File: src/design/frsm_pkg.sv
// ============================================================================
// frsm_pkg: shared definitions for the flash record slot manager
// Field widths, status codes, controller states and the command and status
// bundles that join the controller to the datapath.
// ============================================================================
package frsm_pkg;

    // Default geometry of the emulated flash page.
    localparam int PAGE_BYTES_DEF   = 1024;
    localparam int RECORD_WORDS_DEF = 8;

    // Fixed field widths of the channels.
    localparam int HW_W       = 16;
    localparam int WI_W       = 3;
    localparam int STATUS_W   = 3;
    localparam int SLOT_OUT_W = 6;

    // Configuration port geometry.
    localparam int APB_ADDR_W = 2;
    localparam int APB_DATA_W = 32;
    localparam logic [APB_ADDR_W-1:0] ADDR_WRITE_PROTECT = 2'd0;

    // An erased flash halfword.
    localparam logic [HW_W-1:0] ERASED_HW = 16'hFFFF;

    // Operation codes.
    localparam logic OP_LOAD  = 1'b0;
    localparam logic OP_STORE = 1'b1;

    // Result status codes.
    typedef enum logic [STATUS_W-1:0] {
        STAT_OK      = 3'd0,
        STAT_NODATA  = 3'd1,
        STAT_CORRUPT = 3'd2,
        STAT_WPROT   = 3'd3,
        STAT_PGERR   = 3'd4
    } status_t;

    // Controller states.
    typedef enum logic [3:0] {
        ST_CLEAR,
        ST_IDLE,
        ST_DISPATCH,
        ST_SCAN,
        ST_DECIDE,
        ST_ROUTE,
        ST_ERASE,
        ST_LOAD_RD,
        ST_LOAD_DATA,
        ST_PROG_RD,
        ST_PROG_CHECK,
        ST_DONE
    } state_t;

    // Commands from the controller to the datapath.
    typedef struct packed {
        logic accept;        // latch the input item
        logic clear_start;   // restart the erase sweep and drop the erase request
        logic clear_step;    // write one erased cell and advance the sweep
        logic scan_start;    // restart the header scan
        logic scan_step;     // issue one header read and check the previous one
        logic decide;        // resolve the item from the scan result and state
        logic load_issue;    // read the requested cell of the latest record
        logic load_capture;  // take the read cell as result data
        logic prog_issue;    // read the cell about to be programmed
        logic prog_commit;   // program the cell if it is still erased
        logic out_load;      // move the result into the output register
    } frsm_cmd_t;

    // Status from the datapath to the controller.
    typedef struct packed {
        logic clear_last;    // the sweep is at the last cell
        logic scan_done;     // the scan stops in this cycle
        logic need_scan;     // the latched item needs a header scan
        logic erase_pend;    // the page must be erased before programming
        logic load_pend;     // a load must read one cell
        logic prog_pend;     // a store must program one cell
    } frsm_stat_t;

endpackage

File: src/design/frsm_ctrl.sv
// ============================================================================
// frsm_ctrl: sequencing state machine of the slot manager
// Runs the reset clearing pass, takes one request at a time, steps the
// datapath through scan, erase, read or program, and owns the output valid.
// ============================================================================
module frsm_ctrl (
    input  logic                 clk,
    input  logic                 rst_n,
    input  logic                 in_valid,
    output logic                 in_ready,
    output logic                 out_valid,
    input  logic                 out_ready,
    input  frsm_pkg::frsm_stat_t stat,
    output frsm_pkg::frsm_cmd_t  cmd
);
    import frsm_pkg::*;

    state_t state_reg;
    state_t state_next;
    logic   out_valid_reg;
    logic   out_free;

    assign out_free = !out_valid_reg || out_ready;

    // Next state.
    always_comb
    begin
        state_next = state_reg;
        case (state_reg)
            ST_CLEAR:
            begin
                if (stat.clear_last)
                begin
                    state_next = ST_IDLE;
                end
            end
            ST_IDLE:
            begin
                if (in_valid)
                begin
                    state_next = ST_DISPATCH;
                end
            end
            ST_DISPATCH:
            begin
                state_next = stat.need_scan ? ST_SCAN : ST_DECIDE;
            end
            ST_SCAN:
            begin
                if (stat.scan_done)
                begin
                    state_next = ST_DECIDE;
                end
            end
            ST_DECIDE:
            begin
                state_next = ST_ROUTE;
            end
            ST_ROUTE:
            begin
                if (stat.erase_pend)
                begin
                    state_next = ST_ERASE;
                end
                else if (stat.load_pend)
                begin
                    state_next = ST_LOAD_RD;
                end
                else if (stat.prog_pend)
                begin
                    state_next = ST_PROG_RD;
                end
                else
                begin
                    state_next = ST_DONE;
                end
            end
            ST_ERASE:
            begin
                if (stat.clear_last)
                begin
                    state_next = ST_ROUTE;
                end
            end
            ST_LOAD_RD:    state_next = ST_LOAD_DATA;
            ST_LOAD_DATA:  state_next = ST_DONE;
            ST_PROG_RD:    state_next = ST_PROG_CHECK;
            ST_PROG_CHECK: state_next = ST_DONE;
            ST_DONE:
            begin
                if (out_free)
                begin
                    state_next = ST_IDLE;
                end
            end
            default:       state_next = ST_IDLE;
        endcase
    end

    // Commands and handshake outputs.
    always_comb
    begin
        cmd      = '0;
        in_ready = 1'b0;
        case (state_reg)
            ST_CLEAR:      cmd.clear_step = 1'b1;
            ST_IDLE:
            begin
                in_ready   = 1'b1;
                cmd.accept = in_valid;
            end
            ST_DISPATCH:   cmd.scan_start   = stat.need_scan;
            ST_SCAN:       cmd.scan_step    = 1'b1;
            ST_DECIDE:     cmd.decide       = 1'b1;
            ST_ROUTE:      cmd.clear_start  = stat.erase_pend;
            ST_ERASE:      cmd.clear_step   = 1'b1;
            ST_LOAD_RD:    cmd.load_issue   = 1'b1;
            ST_LOAD_DATA:  cmd.load_capture = 1'b1;
            ST_PROG_RD:    cmd.prog_issue   = 1'b1;
            ST_PROG_CHECK: cmd.prog_commit  = 1'b1;
            ST_DONE:       cmd.out_load     = out_free;
            default:       cmd = '0;
        endcase
    end

    // State and output valid registers.
    always_ff @(posedge clk or negedge rst_n)
    begin
        if (!rst_n)
        begin
            state_reg     <= ST_CLEAR;
            out_valid_reg <= 1'b0;
        end
        else
        begin
            state_reg <= state_next;
            if (cmd.out_load)
            begin
                out_valid_reg <= 1'b1;
            end
            else if (out_ready)
            begin
                out_valid_reg <= 1'b0;
            end
        end
    end

    assign out_valid = out_valid_reg;

endmodule

File: config.mk
export PLATFORM = sky130hd
export DESIGN_NAME = frsm_ctrl
export DESIGN_NICKNAME = d
export VERILOG_FILES = /design/src/design/frsm_pkg.sv /design/src/design/frsm_ctrl.sv
export SDC_FILE = /design/constraint.sdc
export NUM_CORES = 1
export LEC_CHECK = 0
export ABC_AREA = 1
export BUFFER_PORTS_ARGS = -buffer_cell sky130_fd_sc_hd__buf_2
export CAP_MARGIN = 20
export CORE_AREA = 2 2 39 41
export DETAILED_ROUTE_END_ITERATION = 12
export DIE_AREA = 0 0 41 43
export GPL_ROUTABILITY_DRIVEN = 0
export GPL_TIMING_DRIVEN = 0
export PLACE_DENSITY = 0.7
export SLEW_MARGIN = 25
export SYNTH_ARGS = -nofsm -noshare
export SYNTH_HDL_FRONTEND = slang
export SYNTH_SLANG_ARGS = --single-unit
File: constraint.sdc
create_clock -name clk -period 2.85 [get_ports clk]
set_input_delay 0.285 -clock clk [delete_from_list [all_inputs] [get_ports clk]]
set_output_delay 0.285 -clock clk [all_outputs]
set_load 0.03 [all_outputs]
==> Word level (Yosys, flattened, before mapping) <==
Index checks and enable logic that the tools add are counted.
{ "op_classes": {"add_sub_neg": 0, "n_mul": 0, "n_div": 0, "order_cmp": 0, "eq_ne": 16, "n_shift": 0, "n_mux": 24, "bitwise": 0, "reduce_logical": 7} }
{ "op_table": {"columns": ["cell", "count"], "rows": [
  ["$pmux W4 S11", 1],
  ["$mux W4", 7],
  ["$eq A4 B3 Y1 const B", 4],
  ["$eq A4 B4 Y1 const B", 4],
  ["$mux W1", 14],
  ["$ne A2 B2 Y1 const B", 5],
  ["$eq A4 B2 Y1 const B", 2],
  ["$reduce_and A5 Y1", 1],
  ["$eq A4 B1 Y1 const B", 1],
  ["$logic_not A4 Y1", 1],
  ["$reduce_or A2 Y1", 2],
  ["$mux W3", 1],
  ["$mux W2", 1],
  ["$reduce_bool A2 Y1", 1],
  ["$logic_not A1 Y1", 1],
  ["$logic_or A1 B1 Y1", 1]
]} }
{ "word_totals": {"regBits": 5, "latch_bits": 0, "mem_bits_rw": 0, "romBits": 0, "out_inout_bits": 13, "elab_cells": 49, "mem_count": 0} }

==> Longest topological paths before layout <==
{ "logic_depth": {"depth_word": 4, "depth_mapped": 8} }

==> Worst setup path before layout <==
Ideal clock, no wire load.
{ "synth_path": {"path_kind": "register -> output", "startpoint": "reg state_reg[3]", "endpoint": "out cmd[1] (netlist name)", "t_arrival_ns": 1.334, "t_required_ns": 2.565, "slack_ns": 1.231, "stages_incl_launch_ff": 5, "path_cell_list": "dfrtp_1 > inv_1 > nor2_2 > inv_1 > nor3_1"} }
{ "synth_lines": {"columns": ["element", "line", "source"], "rows": [
  ["from (decl)", "frsm_ctrl.sv:18", "state_t state_reg;"],
  ["from (signal assigned)", "frsm_ctrl.sv:136", "state_reg <= state_next;"],
  ["to (decl)", "frsm_ctrl.sv:14", "output frsm_pkg::frsm_cmd_t cmd"]
]} }

==> impl_metrics.tcl <==
set metrics [dict create \
    post-route-min-period_ns 1.67 \
    finalNetCount 123 \
    worstPathArrival_ns 1.38 \
    max_slew.worst_pin.slew_ns 0.260 \
    synth_fa_ha_area_share_pct 0 \
    power.share.clock_pct 12.8 \
    clk_latency_ns 0.24 \
    pwr-share-comb_pct 65.5 \
    regToRegSetupSlack_ns 1.55 \
    setup_viol 0 \
    hold_path.class "input pin to flop" \
    vdd_ir_drop_max_mv 0.338 \
    drc 0 \
    path_cells "inv_1 > nor2_1 > nand2_1 > nor2_1 > buf_2" \
    grt_start_max_net_pins 8 \
    die_area_mm2 0.00176 \
    post_drt_wl_per_cell_um 9.23 \
    slew_viol_final 0 \
    final.setup_skew_ns 0.00245 \
    cts_resized 0 \
    portBuffers 22 \
    largest_reg_flops 4 \
    ioPinCount 23 \
    rows 14 \
    status "complete, no violations" \
    max_freq_mhz 599 \
    syn_inst 85 \
    timing.rr.start "state_reg[1]" \
    cp_data_required_time_ns 2.57 \
    cpMostUsedCell "nor2_1" \
    synth_top_family_by_area "simple AND/OR/NAND/NOR gates" \
    cp_num_buf_inv 2 \
    fin_setup_tns_ns 0 \
    drv_cap 0 \
    grt_pass1_vias 509 \
    path_class "flop to primary output" \
    drtIter0Drc 9 \
    overflow 0 \
    root_buffer "clkbuf_4" \
    finalCritPeriodShare_pct 58.6 \
    dp_hpwl_um 964 \
    slowest_stage "dfrtp_1" \
    synth_area_um2 477 \
    synth_nets 95 \
    clk_pin_slew_ns 0.05 \
    finalHoldViolCount 0 \
    path_delay_family "flip-flops" \
    cp-start-kind "flop" \
    ant_nets 0 \
    synth-simple-area-share_pct 55.1 \
    synth_compound_area_share_pct 6.04 \
    drt-total-wl_um 1180 \
    internal_power_uw 272 \
    min_from "out_ready" \
    numClockSinks 5 \
    power-per-cell-area_mw_per_mm2 981 \
    ys_seq_area_share_pct 26.2 \
    htree_levels 1 \
    leakage_nw 0.428 \
    drive_gt1_share_pct 29.5 \
    fp.dieW_um 41 \
    tritoncts "built" \
    start_util_pct 34.4 \
    ys_ff_latch 5 \
    detail_route.first_pass.iterations 4 \
    slew_headroom_pct 82.6 \
    avgSynthCellArea_um2 5.61 \
    num_antenna_cells 0 \
    synth_xor_area_share_pct 0 \
    area_growth_pct 35.2 \
    crit_start "state_reg[0]" \
    track_usage_pct 15.6 \
    antenna_found_initial 0 \
    p_switching_uw 360 \
    p_total_uw 632 \
    cp-end-kind "primary output" \
    slowest_delay_ns 0.45 \
    coreArea_mm2 0.00138 \
    synth.mux.area_fraction_pct 0 \
    rsz0062_at_grt "false" \
    vias 588 \
    swShare_pct 57.0 \
    die_y_um 43 \
    path_max_fanout 6 \
    ys_types 14 \
    numCtsBuffers 3 \
    pwr-share-seq_pct 21.6 \
    via_per_inst 4.59 \
    clockBufferDepth 2 \
    grt_pass1_wl_um 1920 \
    yosysWarnings 0 \
]
==> timing repair <==
action | 4_1_cts | 5_1_grt
buffers inserted | 0 | 0
hold buffers | 1 | 0
hold endpoints to repair | 5 | 0
==> placed cells by master, fill, tap and decap left out, drive strengths merged <==
master / n
clkbuf: 3
dlygate4sd3: 1
nor3: 2
nand3b: 3
nand2: 28
nor2: 17
buf: 22
o21ai: 3
o2111ai: 1
a21oi: 1
clkinv: 1
dfrtp: 5
nand4: 1
nand3: 8
inv: 16
==> Yosys cell counts <==
cell type	count	area, µm²
a21oi_1	1	5.00
dfrtp_1	5	125
inv_1	14	52.6
inv_2	2	7.51
nand2_1	28	105
nand3_1	7	35.0
nand3_2	1	10.0
nand3b_1	3	22.5
nand4_1	1	6.26
nor2_1	13	48.8
nor2_2	4	25.0
nor3_1	2	10.0
o2111ai_1	1	8.76
o21ai_0	3	15.0
==> kinds of logic (layout without fill, tap and decap cells) <==
logic type,after synthesis,count (layout)
compound gates,5,5
flops,5,5
simple gates,59,59
buf+inv,16,43
==> area by class of cell <==
type / instances / area, µm²
clock inverters: 1 / 5.00
repair buffers: 23 / 120
inverters: 16 / 60.1
well taps: 16 / 20.0
multi-input cells: 64 / 292
clock buffers: 3 / 22.5
fillers: 161 / 739
flip-flops and latches: 5 / 125
==> routing by layer <==
| layer | global-route usage [%] | vias up | share of wire (%) |
|---|---|---|---|
| li1 | - | 319 | - |
| met1 | 18.7 | 245 | 46 |
| met2 | 24.7 | 22 | 45 |
| met3 | 6.28 | 2 | 6.9 |
| met4 | 4.00 | 0 | 1.2 |
| met5 | 0 | - | 0 |
==> power groups by stage <==
stage / registers (mW) / clock network, mW / logic [mW]
4_1_cts: 0.137 / 0.0840 / 0.413
3_3_place_gp: 0.138 / 0 / 0.405
5_1_grt: 0.142 / 0.0894 / 0.463
2_1_floorplan: 0.133 / 0 / 0.312
6_report: 0.137 / 0.0810 / 0.414
3_5_place_dp: 0.138 / 0 / 0.410
==> path summary, 6_finish.rpt <==
path | to | cells past startpoint
max | cmd[10] | 5
max reg2reg | state_reg[1] | 7
min | out_valid | 2
min in group asynchronous | state_reg[1] | 2
min reg2reg | out_valid | 2
max in group asynchronous | out_valid | 2
==> through the flow <==
step / utilization (%) / setup slack (ns) / instance area, µm² / instances / hold slack, ns
floorplan: - / 1.23 / 477 / 85 / -0.0106
global placement: 43.9 / 1.46 / 607 / 123 / 0.101
detailed placement: 43.9 / 1.45 / 607 / 123 / 0.0990
CTS: 46.6 / 1.18 / 644 / 128 / 0.270
global route: 46.6 / 1.05 / 644 / 128 / 0.275
finish: 46.6 / 1.18 / 644 / 128 / 0.267
No activity file was read; power rests on OpenSTA's default activity.
